**src/rtl/core/brg_pkg.sv**
```systemverilog
// Package with shared constants and types of the bounded random generator.
`timescale 1ns / 1ps
package brg_pkg;

  localparam int unsigned DataW = 32;
  localparam int unsigned QueueDepthDefault = 2;

  localparam logic [DataW-1:0] SeedValue = 32'd12345;
  localparam logic [DataW-1:0] MaskOne   = 32'hFFFF_FFFE;
  localparam logic [DataW-1:0] MaskTwo   = 32'hFFFF_FFF8;
  localparam logic [DataW-1:0] MaskThree = 32'hFFFF_FFF0;
  localparam logic [DataW-1:0] MaskFour  = 32'hFFFF_FF80;

  typedef struct packed {
    logic [DataW-1:0] raw;
    logic [DataW-1:0] limit;
  } brg_job_t;

  typedef struct packed {
    logic     valid;
    brg_job_t job;
  } brg_push_t;

  typedef struct packed {
    logic     empty;
    brg_job_t job;
  } brg_head_t;

  typedef enum logic [1:0] {
    ST_IDLE,
    ST_RUN,
    ST_DONE
  } brg_state_e;

endpackage

```
**src/rtl/core/brg_if.sv**
```systemverilog
// Handshake interfaces for the request and response channels.
`timescale 1ns / 1ps
interface brg_req_if;
  logic                     valid;
  logic                     ready;
  logic [brg_pkg::DataW-1:0] limit;

  modport source (output valid, output limit, input ready);
  modport sink (input valid, input limit, output ready);
endinterface

interface brg_rsp_if;
  logic                     valid;
  logic                     ready;
  logic [brg_pkg::DataW-1:0] value;
  logic                     limit_zero;

  modport source (output valid, output value, output limit_zero, input ready);
  modport sink (input valid, input value, input limit_zero, output ready);
endinterface

```
**src/rtl/core/brg_front.sv**
```systemverilog
// Front end: accepts requests, advances the Tausworthe components and queues the job.
`timescale 1ns / 1ps
module brg_front (
  input  logic               clk_i,
  input  logic               rst_ni,
  brg_req_if.sink            req_i,
  input  logic               full_i,
  output brg_pkg::brg_push_t push_o
);
  import brg_pkg::*;

  logic [DataW-1:0] comp_one_q, comp_one_d;
  logic [DataW-1:0] comp_two_q, comp_two_d;
  logic [DataW-1:0] comp_three_q, comp_three_d;
  logic [DataW-1:0] comp_four_q, comp_four_d;
  logic             accept;

  assign req_i.ready = !full_i;
  assign accept      = req_i.valid && !full_i;

  always_comb begin
    comp_one_d   = ((comp_one_q & MaskOne) << 18)
                 ^ (((comp_one_q << 6) ^ comp_one_q) >> 13);
    comp_two_d   = ((comp_two_q & MaskTwo) << 2)
                 ^ (((comp_two_q << 2) ^ comp_two_q) >> 27);
    comp_three_d = ((comp_three_q & MaskThree) << 7)
                 ^ (((comp_three_q << 13) ^ comp_three_q) >> 21);
    comp_four_d  = ((comp_four_q & MaskFour) << 13)
                 ^ (((comp_four_q << 3) ^ comp_four_q) >> 12);
  end

  assign push_o.valid     = accept;
  assign push_o.job.raw   = comp_one_d ^ comp_two_d ^ comp_three_d ^ comp_four_d;
  assign push_o.job.limit = req_i.limit;

  always_ff @(posedge clk_i or negedge rst_ni) begin
    if (!rst_ni) begin
      comp_one_q   <= SeedValue;
      comp_two_q   <= SeedValue;
      comp_three_q <= SeedValue;
      comp_four_q  <= SeedValue;
    end else if (accept) begin
      comp_one_q   <= comp_one_d;
      comp_two_q   <= comp_two_d;
      comp_three_q <= comp_three_d;
      comp_four_q  <= comp_four_d;
    end
  end

endmodule

```
**src/rtl/core/brg_fifo.sv**
```systemverilog
// Short job queue between the front end and the divider back end.
`timescale 1ns / 1ps
module brg_fifo #(
  parameter int unsigned Depth = brg_pkg::QueueDepthDefault
) (
  input  logic               clk_i,
  input  logic               rst_ni,
  input  brg_pkg::brg_push_t push_i,
  output logic               full_o,
  input  logic               pop_i,
  output brg_pkg::brg_head_t head_o
);
  import brg_pkg::*;

  localparam int unsigned PtrW = (Depth > 1) ? $clog2(Depth) : 1;
  localparam int unsigned CntW = $clog2(Depth + 1);
  localparam logic [PtrW-1:0] LastPtr = PtrW'(Depth - 1);
  localparam logic [CntW-1:0] FullCnt = CntW'(Depth);

  brg_job_t          entry_q [Depth];
  logic [PtrW-1:0]   wr_ptr_q, wr_ptr_d;
  logic [PtrW-1:0]   rd_ptr_q, rd_ptr_d;
  logic [CntW-1:0]   count_q, count_d;
  logic              do_push;
  logic              do_pop;

  assign full_o       = (count_q == FullCnt);
  assign head_o.empty = (count_q == '0);
  assign head_o.job   = entry_q[rd_ptr_q];
  assign do_push      = push_i.valid && !full_o;
  assign do_pop       = pop_i && !head_o.empty;

  always_comb begin
    wr_ptr_d = wr_ptr_q;
    rd_ptr_d = rd_ptr_q;
    count_d  = count_q;
    if (do_push) begin
      wr_ptr_d = (wr_ptr_q == LastPtr) ? '0 : wr_ptr_q + 1'b1;
    end
    if (do_pop) begin
      rd_ptr_d = (rd_ptr_q == LastPtr) ? '0 : rd_ptr_q + 1'b1;
    end
    if (do_push && !do_pop) begin
      count_d = count_q + 1'b1;
    end else if (do_pop && !do_push) begin
      count_d = count_q - 1'b1;
    end
  end

  always_ff @(posedge clk_i or negedge rst_ni) begin
    if (!rst_ni) begin
      wr_ptr_q <= '0;
      rd_ptr_q <= '0;
      count_q  <= '0;
    end else begin
      wr_ptr_q <= wr_ptr_d;
      rd_ptr_q <= rd_ptr_d;
      count_q  <= count_d;
    end
  end

  always_ff @(posedge clk_i) begin
    if (do_push) begin
      entry_q[wr_ptr_q] <= push_i.job;
    end
  end

endmodule

```
**src/rtl/core/brg_back.sv**
```systemverilog
// Back end: radix-2 restoring divider for the remainder and the response register.
`timescale 1ns / 1ps
module brg_back (
  input  logic               clk_i,
  input  logic               rst_ni,
  input  brg_pkg::brg_head_t head_i,
  output logic               pop_o,
  brg_rsp_if.source          rsp_o
);
  import brg_pkg::*;

  localparam int unsigned StepW = $clog2(DataW);
  localparam logic [StepW-1:0] LastStep = StepW'(DataW - 1);

  brg_state_e        state_q, state_d;
  logic [DataW-1:0]  quo_q;
  logic [DataW-1:0]  rem_q;
  logic [DataW-1:0]  div_q;
  logic              zero_q;
  logic [StepW-1:0]  step_q;
  logic              out_valid_q;
  logic [DataW-1:0]  out_value_q;
  logic              out_zero_q;
  logic              out_free;
  logic              load_job;
  logic              do_step;
  logic              load_out;
  logic [DataW:0]    rem_shift;
  logic [DataW:0]    rem_diff;

  assign out_free = !out_valid_q || rsp_o.ready;

  always_comb begin
    state_d = state_q;
    unique case (state_q)
      ST_IDLE: begin
        if (!head_i.empty) begin
          state_d = ST_RUN;
        end
      end
      ST_RUN: begin
        if (step_q == LastStep) begin
          state_d = ST_DONE;
        end
      end
      ST_DONE: begin
        if (out_free) begin
          state_d = ST_IDLE;
        end
      end
      default: state_d = ST_IDLE;
    endcase
  end

  always_comb begin
    load_job = 1'b0;
    do_step  = 1'b0;
    load_out = 1'b0;
    unique case (state_q)
      ST_IDLE: load_job = !head_i.empty;
      ST_RUN:  do_step  = 1'b1;
      ST_DONE: load_out = out_free;
      default: ;
    endcase
  end

  assign pop_o     = load_job;
  assign rem_shift = {rem_q, quo_q[DataW-1]};
  assign rem_diff  = rem_shift - {1'b0, div_q};

  always_ff @(posedge clk_i or negedge rst_ni) begin
    if (!rst_ni) begin
      state_q     <= ST_IDLE;
      out_valid_q <= 1'b0;
      step_q      <= '0;
    end else begin
      state_q <= state_d;
      if (load_job) begin
        step_q <= '0;
      end else if (do_step) begin
        step_q <= step_q + 1'b1;
      end
      if (load_out) begin
        out_valid_q <= 1'b1;
      end else if (rsp_o.ready) begin
        out_valid_q <= 1'b0;
      end
    end
  end

  always_ff @(posedge clk_i) begin
    if (load_job) begin
      quo_q  <= head_i.job.raw;
      rem_q  <= '0;
      div_q  <= head_i.job.limit;
      zero_q <= (head_i.job.limit == '0);
    end else if (do_step) begin
      quo_q <= {quo_q[DataW-2:0], 1'b0};
      if (!rem_diff[DataW]) begin
        rem_q <= rem_diff[DataW-1:0];
      end else begin
        rem_q <= rem_shift[DataW-1:0];
      end
    end
    if (load_out) begin
      out_value_q <= zero_q ? '0 : rem_q;
      out_zero_q  <= zero_q;
    end
  end

  assign rsp_o.valid      = out_valid_q;
  assign rsp_o.value      = out_value_q;
  assign rsp_o.limit_zero = out_zero_q;

endmodule

```
**src/rtl/core/bounded_random_generator.sv**
```systemverilog
// Top level of the bounded random generator: front end, job queue and divider back end.
// A job passes through the queue, then a load state in the back end, the 32 steps of the
// radix-2 divider and a DONE state that fills the response register once it is free.
// The back end works on one job at a time and loads the next only after leaving DONE.
// The front end takes requests while the queue has room, so requests overlap division.
// Reset sets all four generator components to 12345 and empties the queue and output.
`timescale 1ns / 1ps
module bounded_random_generator #(
  parameter int unsigned QueueDepth = brg_pkg::QueueDepthDefault
) (
  input  logic      clk_i,
  input  logic      rst_ni,
  brg_req_if.sink   req_i,
  brg_rsp_if.source rsp_o
);
  import brg_pkg::*;

  brg_push_t push;
  brg_head_t head;
  logic      full;
  logic      pop;

  brg_front u_front (
    .clk_i  (clk_i),
    .rst_ni (rst_ni),
    .req_i  (req_i),
    .full_i (full),
    .push_o (push)
  );

  brg_fifo #(
    .Depth (QueueDepth)
  ) u_fifo (
    .clk_i  (clk_i),
    .rst_ni (rst_ni),
    .push_i (push),
    .full_o (full),
    .pop_i  (pop),
    .head_o (head)
  );

  brg_back u_back (
    .clk_i  (clk_i),
    .rst_ni (rst_ni),
    .head_i (head),
    .pop_o  (pop),
    .rsp_o  (rsp_o)
  );

endmodule

```
**src/flat_wrapper.sv**
```systemverilog
// flat-port wrapper written by rule: the top's interface ports become plain ports
module bounded_random_generator_flat import brg_pkg::*;
#(
  parameter int unsigned QueueDepth = brg_pkg::QueueDepthDefault
)
  (clk_i, rst_ni, req_i_valid, req_i_limit, req_i_ready, rsp_o_valid, rsp_o_value, rsp_o_limit_zero, rsp_o_ready);
  brg_req_if req_i_i ();
  brg_rsp_if rsp_o_i ();
  input  logic clk_i;
  input  logic rst_ni;
  input wire logic [$bits(req_i_i.valid)-1:0] req_i_valid;
  input wire logic [$bits(req_i_i.limit)-1:0] req_i_limit;
  output wire logic [$bits(req_i_i.ready)-1:0] req_i_ready;
  output wire logic [$bits(rsp_o_i.valid)-1:0] rsp_o_valid;
  output wire logic [$bits(rsp_o_i.value)-1:0] rsp_o_value;
  output wire logic [$bits(rsp_o_i.limit_zero)-1:0] rsp_o_limit_zero;
  input wire logic [$bits(rsp_o_i.ready)-1:0] rsp_o_ready;
  assign req_i_i.valid = req_i_valid;
  assign req_i_i.limit = req_i_limit;
  assign req_i_ready = req_i_i.ready;
  assign rsp_o_valid = rsp_o_i.valid;
  assign rsp_o_value = rsp_o_i.value;
  assign rsp_o_limit_zero = rsp_o_i.limit_zero;
  assign rsp_o_i.ready = rsp_o_ready;
  bounded_random_generator #(.QueueDepth(QueueDepth)) u_core (.clk_i(clk_i), .rst_ni(rst_ni), .req_i(req_i_i), .rsp_o(rsp_o_i));
endmodule
```
**config.mk**
```make
export PLATFORM = sky130hd
export DESIGN_NAME = bounded_random_generator_flat
export DESIGN_NICKNAME = d
export VERILOG_FILES = /design/src/rtl/core/brg_pkg.sv /design/src/rtl/core/brg_if.sv /design/src/rtl/core/brg_front.sv /design/src/rtl/core/brg_fifo.sv /design/src/rtl/core/brg_back.sv /design/src/rtl/core/bounded_random_generator.sv /design/src/flat_wrapper.sv
export SDC_FILE = /design/constraint.sdc
export NUM_CORES = 1
export LEC_CHECK = 0
export BUFFER_PORTS_ARGS = -buffer_cell sky130_fd_sc_hd__buf_2
export CAP_MARGIN = 20
export CELL_PAD_IN_SITES_DETAIL_PLACEMENT = 1
export CELL_PAD_IN_SITES_GLOBAL_PLACEMENT = 2
export CORE_MARGIN = 3
export CORE_UTILIZATION = 30
export CTS_BUF_LIST = sky130_fd_sc_hd__clkbuf_4
export DETAILED_ROUTE_END_ITERATION = 10
export PLACE_DENSITY_LB_ADDON = 0.1
export SETUP_SLACK_MARGIN = 0.5
export SLEW_MARGIN = 5
export SYNTH_ARGS = -nofsm -noshare
export SYNTH_HDL_FRONTEND = slang
export SYNTH_SLANG_ARGS = --single-unit
```
**constraint.sdc**
```tcl
create_clock -name clk_i -period 5.56 [get_ports clk_i]
set_input_delay 0.278 -clock clk_i [delete_from_list [all_inputs] [get_ports clk_i]]
set_output_delay 0.278 -clock clk_i [all_outputs]
set_load 0.005 [all_outputs]
```
==> metrics.txt <==
# TYPE chip_impl_metric gauge
chip_impl_info{name="synth.most_common_cell",value="sky130_fd_sc_hd__nand2_1"} 1
chip_impl_metric{name="grt.overflow.total",unit=""} 0
chip_impl_metric{name="drt.antenna.violating_nets",unit=""} 0
chip_impl_info{name="worstPathCellList",value="inv_1 > ha_1 > fa_1 > nand2b_1 > a21oi_2 > o22ai_2 > o21ai_4 > a31oi_1 > o31a_1 > o41ai_4 > xor2_4 > buf_4 > mux2i_1 > o21ai_1"} 1
chip_impl_metric{name="power_density_normalized_to_cell_area",unit="nW/µm²"} 664
chip_impl_metric{name="yosysWarningCount",unit=""} 0
chip_impl_metric{name="drt_via_density",unit=""} 4.44
chip_impl_metric{name="pin_count_of_the_biggest_net_entering_global_routing",unit=""} 81
chip_impl_info{name="critical_path.endpoint_type",value="flop"} 1
chip_impl_metric{name="synth.cell_area",unit="µm²"} 17200
chip_impl_metric{name="fin_nets",unit=""} 1719
chip_impl_metric{name="worst_slew_margin_rel",unit="%"} 33.1
chip_impl_info{name="critical_path.startpoint_type",value="flop"} 1
chip_impl_metric{name="setup_violations",unit=""} 0
chip_impl_metric{name="clk_path_buf_depth",unit=""} 3
chip_impl_metric{name="slowest_delay",unit="ns"} 0.49
chip_impl_metric{name="die_footprint",unit="µm²"} 60200
chip_impl_metric{name="avgSynthCellArea",unit="µm²"} 11.7
chip_impl_metric{name="first_iter_violations",unit=""} 351
chip_impl_metric{name="vdd.ir_drop.worst",unit="mV"} 0.254
chip_impl_metric{name="ys_seq_area_share",unit="%"} 61.5
chip_impl_metric{name="yosys.cell_types.count",unit=""} 51
chip_impl_info{name="worstHoldPathType",value="in2async"} 1
chip_impl_info{name="critical_path.reg2reg.startpoint",value="u_core.u_back.quo_q[31]"} 1
chip_impl_info{name="critical-path-top-delay-family",value="compound AO/OA/AOI/OAI gates"} 1
chip_impl_info{name="worstSetupPathType",value="reg2reg"} 1
chip_impl_info{name="ys_top_cells_by_area",value="sky130_fd_sc_hd__edfxtp_1 39%, sky130_fd_sc_hd__dfrtp_1 16%, sky130_fd_sc_hd__nand2_1 7.2%"} 1
chip_impl_metric{name="clk_transition_reported_paths",unit="ns"} 0.06
chip_impl_metric{name="critical_path.n_buffers_inverters",unit=""} 2
chip_impl_metric{name="cts.htree.levels",unit=""} 3
chip_impl_metric{name="postCtsHoldBufs",unit=""} 35
chip_impl_metric{name="final-hold-violation-count",unit=""} 0
chip_impl_info{name="synth_commonest_cells",value="332 x sky130_fd_sc_hd__nand2_1, 226 x sky130_fd_sc_hd__edfxtp_1, 138 x sky130_fd_sc_hd__xnor2_1, 109 x sky130_fd_sc_hd__dfrtp_1, 74 x sky130_fd_sc_hd__o21ai_0"} 1
chip_impl_metric{name="cts_buffers",unit=""} 110
chip_impl_metric{name="gpl.final_weighted_congestion",unit=""} 0.745
chip_impl_metric{name="synthesis.nets",unit=""} 1544
chip_impl_metric{name="cellLeakagePower",unit="µW"} 0.00848
chip_impl_metric{name="max_freq",unit="MHz"} 251
chip_impl_metric{name="slew_violations",unit=""} 0
chip_impl_metric{name="placement_rows",unit=""} 87
chip_impl_info{name="synth-main-ff-cell",value="sky130_fd_sc_hd__edfxtp_1"} 1
chip_impl_metric{name="detailed_place.area",unit="µm²"} 18400
chip_impl_metric{name="remaining_drc_errors",unit=""} 0
chip_impl_metric{name="insertion_delay",unit="ns"} 0.82
chip_impl_metric{name="setup-tns-final",unit="ns"} 0
chip_impl_metric{name="cts_resized",unit=""} 0
chip_impl_metric{name="postSynth.asyncResetShare",unit="%"} 32.6
chip_impl_info{name="clk_root_buffer_cell",value="sky130_fd_sc_hd__clkbuf_4"} 1
chip_impl_metric{name="firstDrtPassIters",unit=""} 4
chip_impl_info{name="crit_start",value="u_core.u_back.quo_q[31]"} 1
chip_impl_metric{name="io_buffer_count",unit=""} 70
chip_impl_metric{name="initial_utilization",unit="%"} 30.4
chip_impl_metric{name="grt_antenna_before_repair",unit=""} 2
chip_impl_metric{name="fraction_of_layout_instances_using_a_drive_strength_above_1",unit="%"} 19.9
chip_impl_metric{name="wire_length_of_the_first_global_routing_pass",unit="mm"} 70.0
chip_impl_metric{name="routed_wirelength",unit="mm"} 44.4
chip_impl_metric{name="area_growth_syn_to_layout",unit="%"} 18.1
chip_impl_info{name="run_status",value="finished, final reports clean"} 1
chip_impl_metric{name="first_global_vias",unit=""} 12100
chip_impl_metric{name="top_level_ports",unit=""} 71
chip_impl_metric{name="place_hpwl",unit="mm"} 30.4
chip_impl_metric{name="post_cts.repair.setup_buffers",unit=""} 0
chip_impl_metric{name="ys_seq_elements",unit=""} 383
chip_impl_metric{name="layout_min_cycle_time",unit="ns"} 3.99
chip_impl_metric{name="worst_ep_arrival_time",unit="ns"} 4.67
chip_impl_metric{name="synth_top_area_share",unit="%"} 39.5
chip_impl_metric{name="fillCellCount",unit=""} 6244
chip_impl_metric{name="die_height",unit="µm"} 245
chip_impl_metric{name="worst_slew_pin_slew",unit="ns"} 1.00
chip_impl_metric{name="max_cap_violations",unit=""} 0
chip_impl_metric{name="worst-path-max-fanout",unit=""} 33
chip_impl_metric{name="avgRoutedWirePerCell",unit="µm"} 17.7
chip_impl_metric{name="floorplan.core_area",unit="µm²"} 56600
chip_impl_metric{name="die_x",unit="µm"} 245
chip_impl_metric{name="edff_count_synth",unit=""} 226
chip_impl_info{name="unrepaired_setup_endpoints_after_global_routing",value="false"} 1
chip_impl_info{name="netlist.top_cell.by_area",value="sky130_fd_sc_hd__edfxtp_1"} 1
chip_impl_metric{name="finalInstanceArea",unit="µm²"} 20300
chip_impl_metric{name="critical_path_required",unit="ns"} 6.24
chip_impl_info{name="tritoncts",value="done"} 1
chip_impl_metric{name="tritoncts_num_sinks",unit=""} 383
chip_impl_metric{name="global_route.usage.total",unit="%"} 15.1
chip_impl_metric{name="period_share",unit="%"} 71.7
chip_impl_metric{name="routed-via-count",unit=""} 11100
chip_impl_metric{name="syn-instance-count",unit=""} 1472
chip_impl_metric{name="worst_clock_skew",unit="ns"} 0.0413
chip_impl_info{name="critical_path.slowest_cell",value="sky130_fd_sc_hd__buf_4"} 1
power by group:
| group | internal [µW] | leakage [µW] | switching [µW] | total, µW |
|---|---|---|---|---|
| Combinational | 2270 | 0.00360 | 3120 | 5390 |
| Clock | 1540 | 0.000913 | 1210 | 2750 |
| Sequential | 4520 | 0.00396 | 823 | 5340 |
| Total | 8330 | 0.00848 | 5150 | 13500 |
registers in the layout (all words and copies together) (netlist names), 2 cells and up:
| name | cells |
|---|---|
| u_core.u_front.comp_three_q | 28 |
| u_core.u_front.comp_one_q | 31 |
| u_core.u_back.div_q | 32 |
| u_core.u_fifo.entry_q | 128 |
| u_core.u_back.rsp_o.value | 32 |
| u_core.u_back.step_q | 5 |
| u_core.u_back.state_q | 2 |
| u_core.u_front.comp_four_q | 25 |
| u_core.u_back.rem_q | 32 |
| u_core.u_front.comp_two_q | 29 |
| u_core.u_back.quo_q | 32 |
| u_core.u_fifo.count_q | 2 |
per-layer routing:
layer,global-route usage (%),up-vias,share of wire [%]
met2,26.3,160,50
met1,18.4,5388,45
met3,3.23,83,3.1
li1,-,5484,-
met5,0,-,0
met4,5.16,0,2.4
worst register-to-register path, delay by kind of cell (launching register included):
family	cells	cell delay, ns
buffers and inverters	2	0.54
XOR/XNOR	1	0.16
flip-flops	1	0.32
AND/OR/NAND/NOR	1	0.20
AO/OA/AOI/OAI	7	1.67
multiplexers	1	0.32
adder cells (fa/ha/maj)	2	0.64
kinds of logic after synthesis:
kind of cell    share of synthesized area, %
compound gates                          6.93
xor+xnor                                9.51
fa+ha+maj                               2.66
buf+inv                                 2.36
flops                                   61.5
mux                                     5.59
simple gates                            11.5
worst paths after layout:
| check | to | slack (ns) | cells after the start |
|---|---|---|---|
| setup / recovery | u_core.u_back.rem_q[10] | 1.57 | 14 |
| max in group asynchronous | u_core.u_front.comp_four_q[16] | 4.26 | 3 |
| hold / removal | u_core.u_front.comp_three_q[26] | 0.11 | 2 |
| hold reg to reg | u_core.u_front.comp_three_q[12] | 0.47 | 2 |
| setup reg to reg | u_core.u_back.rem_q[10] | 1.57 | 14 |
| min in group clk_i | u_core.u_fifo.entry_q[0][30] | 0.18 | 2 |
cells in the final DEF, fill, tap and decap left out, types with 29 or more instances in the layout:
| cell | netlist | routed |
|---|---|---|
| sky130_fd_sc_hd__mux2_2 | 32 | 32 |
| sky130_fd_sc_hd__edfxtp_1 | 226 | 226 |
| sky130_fd_sc_hd__inv_1 | 41 | 41 |
| sky130_fd_sc_hd__nor2b_1 | 34 | 33 |
| sky130_fd_sc_hd__dfrtp_1 | 109 | 108 |
| sky130_fd_sc_hd__dlygate4sd3_1 | 0 | 35 |
| sky130_fd_sc_hd__xor2_1 | 47 | 47 |
| sky130_fd_sc_hd__mux2i_1 | 60 | 60 |
| sky130_fd_sc_hd__o21ai_0 | 74 | 74 |
| sky130_fd_sc_hd__dfxtp_1 | 32 | 32 |
| sky130_fd_sc_hd__a21oi_1 | 30 | 30 |
| sky130_fd_sc_hd__nand2_1 | 332 | 331 |
| sky130_fd_sc_hd__xnor2_1 | 138 | 138 |
| sky130_fd_sc_hd__clkbuf_4 | 0 | 186 |
| sky130_fd_sc_hd__buf_2 | 0 | 69 |
| sky130_fd_sc_hd__ha_1 | 35 | 35 |
| sky130_fd_sc_hd__o21ai_1 | 30 | 29 |
| sky130_fd_sc_hd__nor2_1 | 68 | 65 |
stage by stage:
stage	worst slack [ns]	power, µW	utilization (%)	hold WS (ns)	instances
3_3_place_gp	1.63	10800	32.6	0.429	2256
3_5_place_dp	1.53	10900	32.6	0.420	2256
5_1_grt	1.33	14600	35.9	0.0508	2502
4_1_cts	1.50	13800	35.9	0.0291	2497
2_1_floorplan	1.33	9190	-	-0.0176	1472
6_report	1.57	13500	35.9	0.107	2503
layout make-up:
cell class,count,area [µm²],area share [%]
diodes,6,15.0,0.0739
clock buffers,186,1400,6.87
clock inverters,20,103,0.505
inverters,42,158,0.776
multi-input cells,987,6270,30.9
flip-flops and latches,383,10600,52.1
well taps,756,946,4.66
repair buffers,123,842,4.15
Note: power is estimated with default switching activity, not from simulation.
